[src/pls_pkg.sv]
// ----------------------------------------------------------------------------
// pls_pkg: shared types and constants for the positional list stack
// Command and status codes, the cell command struct and the default depth.
// ----------------------------------------------------------------------------
`default_nettype none

package pls_pkg;

  localparam int DEFAULT_DEPTH = 16;
  localparam int VAL_W         = 32;
  localparam int POS_W         = 5;
  localparam int CNT_OUT_W     = 5;
  localparam logic [VAL_W-1:0] MOST_NEG = 32'h8000_0000;

  // Request command codes
  typedef enum logic [2:0] {
    CMD_PUSH_FRONT = 3'd0,
    CMD_PUSH_BACK  = 3'd1,
    CMD_INSERT_AT  = 3'd2,
    CMD_POP_FRONT  = 3'd3,
    CMD_POP_BACK   = 3'd4,
    CMD_REMOVE_AT  = 3'd5,
    CMD_READ_FRONT = 3'd6,
    CMD_READ_ALL   = 3'd7
  } cmd_t;

  // Result status codes
  typedef enum logic [1:0] {
    ST_OK     = 2'd0,
    ST_EMPTY  = 2'd1,
    ST_BADPOS = 2'd2,
    ST_FULL   = 2'd3
  } status_t;

  // Per-cycle operation broadcast to every cell
  typedef enum logic [1:0] {
    OP_HOLD = 2'd0,
    OP_INS  = 2'd1,
    OP_REM  = 2'd2,
    OP_ROT  = 2'd3
  } cell_op_t;

  typedef struct packed {
    cell_op_t          op;
    logic [VAL_W-1:0]  value;
  } cell_cmd_t;

  // Controller states
  typedef enum logic {
    S_IDLE = 1'b0,
    S_DUMP = 1'b1
  } state_t;

endpackage

`default_nettype wire

[src/pls_cell.sv]
// ----------------------------------------------------------------------------
// pls_cell: one list slot
// Holds one entry and each cycle keeps it, loads the new value, takes the
// entry of its front-side or back-side neighbor, or, as the tail on rotate, slot 0.
// ----------------------------------------------------------------------------
`default_nettype none

module pls_cell
  import pls_pkg::*;
#(
  parameter int IW  = 4,
  parameter int IDX = 0
) (
  input  wire logic             clk,
  input  wire cell_cmd_t        cmd,
  input  wire logic [IW-1:0]    idx,     // affected slot for insert/remove
  input  wire logic [IW-1:0]    tail,    // last occupied slot, for rotate
  input  wire logic [VAL_W-1:0] left_i,  // neighbor toward the front
  input  wire logic [VAL_W-1:0] right_i, // neighbor toward the back
  input  wire logic [VAL_W-1:0] front_i, // slot 0, wraps to the tail on rotate
  output logic      [VAL_W-1:0] data_o
);

  localparam logic [IW-1:0] MY_IDX = IW'(IDX);

  logic [VAL_W-1:0] data_r;
  logic [VAL_W-1:0] data_nxt;

  // Next entry selection
  always_comb begin
    data_nxt = data_r;
    case (cmd.op)
      OP_INS: begin
        if (MY_IDX == idx) data_nxt = cmd.value;
        else if (MY_IDX > idx) data_nxt = left_i;
      end
      OP_REM: begin
        if (MY_IDX >= idx) data_nxt = right_i;
      end
      OP_ROT: begin
        if (MY_IDX == tail) data_nxt = front_i;
        else if (MY_IDX < tail) data_nxt = right_i;
      end
      default: data_nxt = data_r;
    endcase
  end

  always_ff @(posedge clk) begin
    data_r <= data_nxt;
  end

  assign data_o = data_r;

endmodule

`default_nettype wire

[src/positional_list_stack_core.sv]
// ----------------------------------------------------------------------------
// positional_list_stack_core: bounded ordered list with positional edits
// A list of up to DEPTH signed 32-bit entries held in a chain of cells,
// slot 0 being the front (stack top).
//
// Usage:
//   in_*  : one request per transfer (command, position, value).
//   out_* : results; out_tlast marks the final result of a request.
//   Every request but read-all gives one result, registered on acceptance; a
//   new request is taken every cycle while the output register is free or
//   being drained. Insert and remove shift all cells in parallel in the
//   cycle that accepts the request.
//   Read-all of N entries gives N results, one per cycle while the receiver
//   takes them, by rotating the chain toward the front; input is held off
//   until the last result is registered. The chain is back in order once the
//   last result is issued. An empty read-all gives one result.
//   Reset clears the entry count and the output valid flag; cell contents are
//   not reset and are never read before written.
//   When the receiver holds out_tready low the result stays in the output
//   register, in_tready drops and the chain holds still.
// ----------------------------------------------------------------------------
`default_nettype none

module positional_list_stack_core
  import pls_pkg::*;
#(
  parameter int DEPTH = DEFAULT_DEPTH
) (
  input  wire logic        clk,
  input  wire logic        rst_n,
  // in_tdata: command[2:0], position[7:3], value[39:8]
  input  wire logic [39:0] in_tdata,
  input  wire logic        in_tvalid,
  output logic             in_tready,
  // out_tdata: read_value[31:0], status[33:32], entry_count[38:34], pad[39]
  output logic      [39:0] out_tdata,
  output logic             out_tlast,
  output logic             out_tvalid,
  input  wire logic        out_tready
);

  localparam int IW = (DEPTH > 1) ? $clog2(DEPTH) : 1;
  localparam int CW = $clog2(DEPTH + 1);
  localparam int EW = ((CW > POS_W) ? CW : POS_W) + 1;
  localparam logic [CW-1:0] FULL_CNT = CW'(DEPTH);

  // Request fields
  cmd_t               in_cmd;
  logic [POS_W-1:0]   in_pos;
  logic [VAL_W-1:0]   in_val;
  assign in_cmd = cmd_t'(in_tdata[2:0]);
  assign in_pos = in_tdata[7:3];
  assign in_val = in_tdata[39:8];

  // State
  state_t           state_r, state_nxt;
  logic [CW-1:0]    count_r, count_nxt;
  logic [CW-1:0]    rd_cnt_r, rd_cnt_nxt;
  logic             out_valid_r, out_valid_nxt;
  logic [38:0]      out_data_r, out_data_nxt;
  logic             out_last_r, out_last_nxt;

  logic             slot_free;
  logic             in_fire;
  logic [EW-1:0]    pos_e, cnt_e, pos_m1;
  logic [CW-1:0]    count_m1;
  logic             is_full, is_empty;

  // Decoded request
  logic             dec_ins, dec_rem, dec_dump;
  logic [IW-1:0]    dec_idx;
  logic [VAL_W-1:0] dec_rv;
  status_t          dec_st;

  // Chain control
  cell_cmd_t        cell_cmd;
  logic [IW-1:0]    cell_idx;
  logic [IW-1:0]    cell_tail;
  logic [VAL_W-1:0] cell_data [DEPTH];

  assign slot_free = !out_valid_r || out_tready;
  assign in_tready = (state_r == S_IDLE) && slot_free;
  assign in_fire   = in_tvalid && in_tready;

  assign pos_e    = EW'(in_pos);
  assign cnt_e    = EW'(count_r);
  assign pos_m1   = pos_e - EW'(1);
  assign count_m1 = count_r - CW'(1);
  assign is_full  = (count_r >= FULL_CNT);
  assign is_empty = (count_r == '0);

  // Request decode
  always_comb begin
    dec_ins  = 1'b0;
    dec_rem  = 1'b0;
    dec_dump = 1'b0;
    dec_idx  = '0;
    dec_rv   = '0;
    dec_st   = ST_OK;
    case (in_cmd)
      CMD_PUSH_FRONT: begin
        if (is_full) dec_st = ST_FULL;
        else dec_ins = 1'b1;
      end
      CMD_PUSH_BACK: begin
        if (is_full) dec_st = ST_FULL;
        else begin
          dec_ins = 1'b1;
          dec_idx = count_r[IW-1:0];
        end
      end
      CMD_INSERT_AT: begin
        if (pos_e == '0 || pos_e > cnt_e + EW'(1)) dec_st = ST_BADPOS;
        else if (is_full) dec_st = ST_FULL;
        else begin
          dec_ins = 1'b1;
          dec_idx = pos_m1[IW-1:0];
        end
      end
      CMD_POP_FRONT: begin
        if (is_empty) dec_st = ST_EMPTY;
        else dec_rem = 1'b1;
      end
      CMD_POP_BACK: begin
        if (is_empty) dec_st = ST_EMPTY;
        else begin
          dec_rem = 1'b1;
          dec_idx = count_m1[IW-1:0];
        end
      end
      CMD_REMOVE_AT: begin
        if (pos_e == '0 || pos_e > cnt_e) dec_st = ST_BADPOS;
        else begin
          dec_rem = 1'b1;
          dec_idx = pos_m1[IW-1:0];
        end
      end
      CMD_READ_FRONT: begin
        if (is_empty) begin
          dec_st = ST_EMPTY;
          dec_rv = MOST_NEG;
        end else begin
          dec_rv = cell_data[0];
        end
      end
      CMD_READ_ALL: begin
        if (is_empty) begin
          dec_st = ST_EMPTY;
          dec_rv = MOST_NEG;
        end else begin
          dec_dump = 1'b1;
        end
      end
      default: dec_st = ST_OK;
    endcase
  end

  // Next state
  always_comb begin
    state_nxt = state_r;
    case (state_r)
      S_IDLE: if (in_fire && dec_dump) state_nxt = S_DUMP;
      S_DUMP: if (slot_free && rd_cnt_r == CW'(1)) state_nxt = S_IDLE;
      default: state_nxt = S_IDLE;
    endcase
  end

  // Datapath control and outputs
  always_comb begin
    count_nxt     = count_r;
    rd_cnt_nxt    = rd_cnt_r;
    out_valid_nxt = out_valid_r && !out_tready;
    out_data_nxt  = out_data_r;
    out_last_nxt  = out_last_r;
    cell_cmd.op   = OP_HOLD;
    cell_cmd.value = in_val;
    cell_idx      = dec_idx;
    cell_tail     = count_m1[IW-1:0];
    case (state_r)
      S_IDLE: begin
        if (in_fire) begin
          if (dec_ins) begin
            cell_cmd.op = OP_INS;
            count_nxt   = count_r + CW'(1);
          end else if (dec_rem) begin
            cell_cmd.op = OP_REM;
            count_nxt   = count_r - CW'(1);
          end
          if (dec_dump) begin
            rd_cnt_nxt = count_r;
          end else begin
            out_valid_nxt = 1'b1;
            out_last_nxt  = 1'b1;
            out_data_nxt  = {CNT_OUT_W'(EW'(count_nxt)), dec_st, dec_rv};
          end
        end
      end
      S_DUMP: begin
        if (slot_free) begin
          cell_cmd.op   = OP_ROT;
          rd_cnt_nxt    = rd_cnt_r - CW'(1);
          out_valid_nxt = 1'b1;
          out_last_nxt  = (rd_cnt_r == CW'(1));
          out_data_nxt  = {CNT_OUT_W'(EW'(count_r)), ST_OK, cell_data[0]};
        end
      end
      default: cell_cmd.op = OP_HOLD;
    endcase
  end

  // Control registers
  always_ff @(posedge clk) begin
    if (!rst_n) begin
      state_r     <= S_IDLE;
      count_r     <= '0;
      rd_cnt_r    <= '0;
      out_valid_r <= 1'b0;
    end else begin
      state_r     <= state_nxt;
      count_r     <= count_nxt;
      rd_cnt_r    <= rd_cnt_nxt;
      out_valid_r <= out_valid_nxt;
    end
  end

  // Result payload
  always_ff @(posedge clk) begin
    out_data_r <= out_data_nxt;
    out_last_r <= out_last_nxt;
  end

  assign out_tvalid = out_valid_r;
  assign out_tdata  = {1'b0, out_data_r};
  assign out_tlast  = out_last_r;

  // Chain of cells, slot 0 at the front
  for (genvar g = 0; g < DEPTH; g++) begin : g_cell
    logic [VAL_W-1:0] left_w;
    logic [VAL_W-1:0] right_w;
    if (g == 0) begin : g_first
      assign left_w = cell_data[g];
    end else begin : g_mid_l
      assign left_w = cell_data[g-1];
    end
    if (g == DEPTH - 1) begin : g_last
      assign right_w = cell_data[g];
    end else begin : g_mid_r
      assign right_w = cell_data[g+1];
    end
    pls_cell #(
      .IW  (IW),
      .IDX (g)
    ) u_cell (
      .clk     (clk),
      .cmd     (cell_cmd),
      .idx     (cell_idx),
      .tail    (cell_tail),
      .left_i  (left_w),
      .right_i (right_w),
      .front_i (cell_data[0]),
      .data_o  (cell_data[g])
    );
  end

endmodule

`default_nettype wire

[config.mk]
export PLATFORM = sky130hd
export DESIGN_NAME = positional_list_stack_core
export DESIGN_NICKNAME = d
export VERILOG_FILES = /design/src/pls_pkg.sv /design/src/pls_cell.sv /design/src/positional_list_stack_core.sv
export SDC_FILE = /design/constraint.sdc
export NUM_CORES = 1
export LEC_CHECK = 0
export BUFFER_PORTS_ARGS = -buffer_cell sky130_fd_sc_hd__buf_2
export CAP_MARGIN = 20
export CORE_UTILIZATION = 59
export CTS_BUF_LIST = sky130_fd_sc_hd__clkbuf_8
export CTS_CLUSTER_DIAMETER = 200
export DETAILED_ROUTE_END_ITERATION = 16
export PLACE_DENSITY = 0.85
export SYNTH_ARGS = -nofsm -noshare
export SYNTH_HDL_FRONTEND = slang
export SYNTH_SLANG_ARGS = --single-unit
[constraint.sdc]
create_clock -name clk -period 7 [get_ports clk]
set_input_delay 1.75 -clock clk [delete_from_list [all_inputs] [get_ports clk]]
set_output_delay 1.75 -clock clk [all_outputs]
set_load 0.005 [all_outputs]
; Word level (Yosys, flattened, before mapping)
; Cells that the tools add are included.
[op_classes]
mux = 140
n_reduce_logical = 39
eq_ne = 93
bitwise_logic = 1
addsub = 5
magnitude_cmp = 48
[op_table]
columns = operator, count
row1 = two-way mux 32 bit, 79
row2 = one-hot mux 32 bit (3 select lines), 15
row3 = one-hot mux 32 bit (2 select lines), 2
row4 = two-way mux 39 bit, 3
row5 = "!= test 3 x 1 -> 1 bit, second input constant", 29
row6 = one-hot mux 39 bit (2 select lines), 1
row7 = "== test 4 bit, first input constant", 16
row8 = AND reduction 4 bit, 14
row9 = "!= test 2 x 1 -> 1 bit, second input constant", 19
row10 = "== test 3 x 4 -> 1 bit, first input constant", 8
row11 = "greater-than comparator 4 bit, first input constant", 8
row12 = ">= comparator 4 bit, first input constant", 7
row13 = "less-than comparator 4 bit, first input constant", 7
row14 = two-way mux 5 bit, 5
row15 = two-way mux 4 bit, 5
row16 = "== test 2 x 4 -> 1 bit, first input constant", 4
row17 = ">= comparator 3 x 4 -> 1 bit, first input constant", 4
row18 = "greater-than comparator 3 x 4 -> 1 bit, first input constant", 4
row19 = "less-than comparator 3 x 4 -> 1 bit, first input constant", 4
row20 = one-hot mux 4 bit (4 select lines), 1
row21 = two-way mux 1 bit, 14
row22 = two-way mux 2 bit, 7
row23 = "== test 3 bit, second input constant", 4
row24 = one-hot mux 1 bit (2 select lines), 5
row25 = 38 further kinds, 61
[totals]
input_bits = 44
word_cells = 348
out_inout_bits = 43
ff_bits = 564

; Depth between registers and ports, before layout
[depth]
word_depth = 11
mapped_depth = 18
ltp_nobuf = 12

; By module
; Synthesis repeated with hierarchy kept, for this count alone.
[hier_totals]
cells_unflattened = 3668
area_unflattened_um2 = 41004.3
[by_module_without_submodules]
columns = mod, n_inst, area_per_inst_um2, cells_each
row1 = positional_list_stack_core, 1, 3044.2, 302
row2 = pls_cell at g_cell[10].u_cell, 1, 2681.3, 225
row3 = pls_cell at g_cell[6].u_cell, 1, 2668.8, 224
row4 = pls_cell at g_cell[12].u_cell, 1, 2665.1, 223
row5 = pls_cell at g_cell[7].u_cell, 1, 2529.9, 223
row6 = pls_cell at g_cell[11].u_cell, 1, 2513.7, 225
row7 = pls_cell at g_cell[4].u_cell, 1, 2423.6, 225
row8 = pls_cell at g_cell[0].u_cell, 1, 2333.5, 219
row9 = pls_cell at g_cell[2].u_cell, 1, 2322.2, 197
row10 = pls_cell at g_cell[13].u_cell, 1, 2313.5, 194
row11 = pls_cell at g_cell[3].u_cell, 1, 2307.2, 225
row12 = pls_cell at g_cell[8].u_cell, 1, 2260.9, 224
row13 = pls_cell at g_cell[1].u_cell, 1, 2240.9, 189
row14 = pls_cell at g_cell[14].u_cell, 1, 2230.9, 191
row15 = 3 more rows, n/a, n/a, n/a

; Worst setup path after synthesis
; Ideal clock, no wire load.
[synth_path]
kind = input-to-reg
start = input port in_tdata[3]
end = register g_cell[13].u_cell.data_r[0], enable pin
setup_slack_ns = 0.061
n_path_buf = 2
t_required_ns = 6.520
stages = 12
arrival_time_ns = 6.459
cell_sequence = inv_1 > ha_1 > nor4b_2 > a211oi_1 > a21oi_2 > o21ai_1 > nand2_1 > nand2_1 > clkbuf_1 > clkbuf_1 > nor2_1 > a311oi_1
[synth_between]
elab_chain_len = 11
[synth_lines]
columns = item, line_no
row1 = "start, declared", positional_list_stack_core.sv:32  ; input wire logic [39:0] in_tdata,
row2 = greater-than comparator 5 bit or logical NOT 6 bit (tied branches), "positional_list_stack_core.sv:132, positional_list_stack_core.sv:113"
row3 = logical OR 1 bit, positional_list_stack_core.sv:132  ; if (pos_e == '0 || pos_e > cnt_e) dec_st = ST_BADPOS;
row4 = two-way mux 1 bit, positional_list_stack_core.sv:132
row5 = one-hot mux 1 bit (2 select lines), positional_list_stack_core.sv:100  ; case (in_cmd)
row6 = two-way mux 2 bit, positional_list_stack_core.sv:185  ; end else if (dec_rem) begin
row7 = two-way mux 2 bit, positional_list_stack_core.sv:182  ; if (dec_ins) begin
row8 = two-way mux 2 bit, positional_list_stack_core.sv:181  ; if (in_fire) begin
row9 = one-hot mux 2 bit (2 select lines), positional_list_stack_core.sv:179  ; case (state_r)
row10 = == test 2 bit or == test 2 x 1 -> 1 bit (tied branches), pls_cell.sv:32  ; case (cmd.op)
row11 = != test 3 x 1 -> 1 bit (no line) (tied with other cells), n/a
row12 = AND reduction 4 bit (no line) (*), n/a
row13 = "end signal, assigned", pls_cell.sv:49  ; data_r <= data_nxt;
row14 = "end, declared", pls_cell.sv:26  ; logic [VAL_W-1:0] data_r;
; Every way passes the cells marked *; elsewhere a longest branch is shown, timed or not.
; A chain may end at the register's enable or synchronous reset.

; Worst setup path in the final report
[layout_path]
start = register count_r[2]
end = register g_cell[0].u_cell.data_r[2], enable pin
[layout_between]
elab_chain_len = 11
[layout_lines]
columns = item, line_no
row1 = "start, declared", positional_list_stack_core.sv:57  ; logic [CW-1:0] count_r, count_nxt;
row2 = "start signal, assigned", positional_list_stack_core.sv:220  ; count_r <= count_nxt;
row3 = adder 5 x 1 -> 6 bit or greater-than comparator 5 bit (tied branches), "positional_list_stack_core.sv:113, positional_list_stack_core.sv:132"
row4 = greater-than comparator 5 x 6 -> 1 bit or logical OR 1 bit (tied branches), "positional_list_stack_core.sv:113, positional_list_stack_core.sv:132"
row5 = logical OR 1 bit or two-way mux 1 bit (tied branches), "positional_list_stack_core.sv:113, positional_list_stack_core.sv:132"
row6 = two-way mux 1 bit or one-hot mux 1 bit (2 select lines) (tied branches), "positional_list_stack_core.sv:113, positional_list_stack_core.sv:100"
row7 = one-hot mux 1 bit (2 select lines) or two-way mux 2 bit (tied branches), "positional_list_stack_core.sv:100, positional_list_stack_core.sv:185"
row8 = two-way mux 2 bit, positional_list_stack_core.sv:182
row9 = two-way mux 2 bit, positional_list_stack_core.sv:181
row10 = one-hot mux 2 bit (2 select lines), positional_list_stack_core.sv:179
row11 = == test 2 bit or == test 2 x 1 -> 1 bit (tied branches), pls_cell.sv:32
row12 = != test 2 bit (no line) (tied with other cells), n/a
row13 = AND reduction 5 bit (no line) (*), n/a
row14 = "end signal, assigned", pls_cell.sv:49
row15 = "end, declared", pls_cell.sv:26
; Marked as above.

==> results.toml <==
[grt]
antenna_found_initial = 1
grt_max_degree = 217
grt_pass1_wl_mm = 152
grt-ovfl-total = 0
grt_pass1_vias = 25000
track_usage_pct = 37.6

[floorplan]
fp.dieArea_sq_mm = 0.0540
core_area_sq_mm = 0.0524
core.rowCount = 84
dieHeight_um = 232
ios = 87
die_w_um = 232
start_util_pct = 59.7

[place]
post-dp-hpwl_mm = 55.2
placed_area_sq_mm = 0.0320
place_inst = 3262
gp_congestion = 0.895
portBuffers = 85
pre_cts_ws_ns = 0.785

[sta]
fin_skew_ns = 0.0542
hold_viol_final = 0
finalCritPeriodShare_pct = 82.3
setup_violations = 0
layout_setup_ws_ns = 1.24
slew_headroom_pct = 17.9
finalSetupTns_ns = 0
rsz0062_at_grt = "false"
min_period_ns = 5.76
timing.hold.ws_ns = 0.522
clock.fmax_mhz = 173
slew_viol_final = 0
tightestPinTransition_ns = 1.23

[worst_setup_path]
r2r_cells = 13
critPathCapture = "g_cell[0].u_cell.data_o[2]$_DFFE_PP_"
path_max_fanout = 26
r2r_setup_slack_ns = 1.24
critical_path.startpoint = "count_r[2]$_SDFFE_PN0P_"
regToRegStartpoint = "count_r[2]$_SDFFE_PN0P_"
reg2reg_to = "g_cell[0].u_cell.data_o[2]$_DFFE_PP_"
required_ns = 7.33
crit_path_end_kind = "flop"
critPathLaunchType = "flop"
critical_path_arrival_ns = 6.09
path_class = "flop to flop"

[cells_and_area]
final_net_count = 2732
fin_cells = 3435
stdcell_area_sq_mm = 0.0337
drive_gt1_share_pct = 11.9
num-fill-cells = 3832
synthToLayoutAreaGrowth_pct = 7.51
post-route-util_pct = 64.2

[routing]
via_per_inst = 7.48
first_pass_iters = 8
first_iter_violations = 4388
wirelength_mm = 103
drc = 0
wl_per_cell_um = 29.9
antenna_left = 0
vias = 25700

[clock_network]
numCtsBuffers = 92
cts_buffer_depth = 3
path_clk_slew_ns = 0.07
clock-sinks = 564
h-tree-depth = 3
cts-resized-gates = 0
insertion_delay_ns = 0.73
cts_post_setup_buffers_inserted = 0
root_buffer = "clkbuf_8"
hold_buffers = 0
cts_tree = "done"

[yosys]
synth.distinct_cells = 63
syn-cell-area_sq_mm = 0.0313
ys_ff_latch = 564
async_flop_share_pct = 0
yosys.area_share.simple_pct = 6.19
seq_area_frac_synth_pct = 53.7
synth_area_per_cell_sq_um = 11.4
synthXorXnorAreaFrac_pct = 0.420
synth-adder-area-share_pct = 0.711
synthCells = 2753
synth_edf_count = 552
yosysWarnings = 0
muxShareOfSynthArea_pct = 13.4
synth-main-ff-cell = "edfxtp_1"
synth_fp_nets = 2814
synth_top_family_by_area = "compound AO/OA/AOI/OAI gates"
synth_compound_area_share_pct = 20.7

[pwr]
pwr-share-seq_pct = 51.9
power-per-cell-area_mw_per_mm2 = 268
clock_power_share_pct = 29.4
ir_drop_v = 0.000128
power.switching_mw = 2.87
combPwrFrac_pct = 18.7
swShare_pct = 31.9
power_mw = 9.00
intPower_mw = 6.13
static-leakage-power_nw = 11.3

[outcome]
status = "complete, no violations"

[hold_path]
min_path_type = "flop to flop"

[job]
maxCapViolations = 0
layout by cell type, fill, tap and decap left out, drive strengths merged, types with 3 or more instances in the layout:
cell	count
clkbuf	94
and2	18
nor2	60
nand3	40
a211oi	5
dfxtp	12
edfxtp	552
o21ai	445
a221o	32
a41oi	3
nor4	9
nor3	10
mux2i	419
xor2	3
nand4b	3
a22oi	420
inv	55
a21o	5
nand3b	3
nand4	5
buf	157
ha	17
nand2	181
nor4b	4
a21boi	4
o211ai	33
a31oi	4
and3	12
o31ai	6
a21oi	25
xnor2	12
clkinv	34
nor2b	36
power by group through the flow:
stage	clock, mW	combinational [mW]	sequential (mW)
after floorplan	0	1.10	4.58
after global placement	0	1.52	4.69
after detailed placement	0	1.59	4.71
after CTS	2.65	1.60	4.65
after global routing	2.79	1.76	4.71
final	2.65	1.68	4.67
worst max-delay path, cell delays in order, from the launching register on:
cell and delay (ns):
dfxtp_1 0.64, clkinv_1 0.40, nor3_1 0.47, xnor2_1 0.12, ha_1 0.32, and3_1 0.18
o21ai_0 0.08, a32oi_1 0.40, o32ai_4 0.23, a21oi_4 0.76, and2_1 0.28, a21oi_1 0.11
a211oi_4 0.87, buf_4 0.54
Yosys cell counts (all sizes together) (3+ instances only):
cell,n,share of area (%)
mux2i,419,13
a21oi,25,0.51
inv,14,0.17
a21o,5,0.12
nand3,40,0.64
nand4b,3,0.084
buf,98,1.9
nor4,9,0.37
a21boi,4,0.096
nor2,60,0.72
nand2,181,2.2
a211oi,5,0.12
and2,18,0.36
xor2,3,0.084
nor3,10,0.18
dfxtp,12,0.77
a31oi,4,0.080
a41oi,3,0.084
o21ai,445,7.1
nor4b,4,0.28
nor2b,36,0.74
ha,17,0.68
o211ai,33,0.79
a22oi,420,10
nand3b,3,0.072
o31ai,6,0.14
clkbuf,235,2.8
edfxtp,552,53
and3,12,0.24
a221o,32,1.0
nand4,5,0.15
xnor2,12,0.34
state kept, by name, summed over array words and instances (netlist names):
| name | flops |
|---|---|
| g_cell.u_cell.data_o | 512 |
| state_r | 1 |
| out_tvalid | 1 |
| out_data_r | 39 |
| out_tlast | 1 |
| count_r | 5 |
| rd_cnt_r | 5 |
logic make-up (layout without fill, tap and decap cells):
| group | count (synthesis) | in the layout |
|---|---|---|
| adders and majority gates | 18 | 18 |
| other | 1 | 3 |
| muxes | 419 | 419 |
| buffers and inverters | 349 | 341 |
| and+or+nand+nor | 388 | 388 |
| AOI/OAI and AO/OA | 999 | 999 |
| DFF | 564 | 564 |
| xor gates and xnor gates | 15 | 15 |
final cells by class:
| class | instances | area, sq um | area share [%] |
|---|---|---|---|
| clock inverter | 74 | 324 | 0.963 |
| clock buffer | 94 | 1290 | 3.84 |
| antenna | 2 | 5.00 | 0.0149 |
| inverter | 16 | 60.1 | 0.178 |
| timing repair buffer | 157 | 1020 | 3.03 |
| tap | 688 | 861 | 2.56 |
| multi-input combinational | 1840 | 13300 | 39.5 |
| sequential | 564 | 16800 | 50.0 |
how the worst min path moves through the flow:
stage / startpoint / endpoint / slack, ns / depth (start not counted)
CTS: g_cell[15].u_cell.data_o[2]$_DFFE_PP_ / g_cell[14].u_cell.data_o[2]$_DFFE_PP_ / 0.53 / 2
detailed placement: g_cell[1].u_cell.data_o[21]$_DFFE_PP_ / g_cell[0].u_cell.data_o[21]$_DFFE_PP_ / 0.53 / 2
global route: g_cell[15].u_cell.data_o[2]$_DFFE_PP_ / g_cell[14].u_cell.data_o[2]$_DFFE_PP_ / 0.53 / 2
global placement: rd_cnt_r[1]$_SDFFE_PN0P_ / rd_cnt_r[1]$_SDFFE_PN0P_ / 0.52 / 2
floorplan: rd_cnt_r[1]$_SDFFE_PN0P_ / rd_cnt_r[1]$_SDFFE_PN0P_ / 0.50 / 2
finish: g_cell[15].u_cell.data_o[2]$_DFFE_PP_ / g_cell[14].u_cell.data_o[2]$_DFFE_PP_ / 0.52 / 2
routing by layer:
| layer | global-route usage (%) | wire [um] | up-vias |
|---|---|---|---|
| met5 | 0.184 | 0 | - |
| met4 | 22.9 | 6740 | 0 |
| met3 | 12.3 | 16300 | 556 |
| met2 | 56.0 | 45100 | 2408 |
| met1 | 47.6 | 34700 | 12200 |
| li1 | - | - | 10500 |
(Power assumes the default switching activity.)
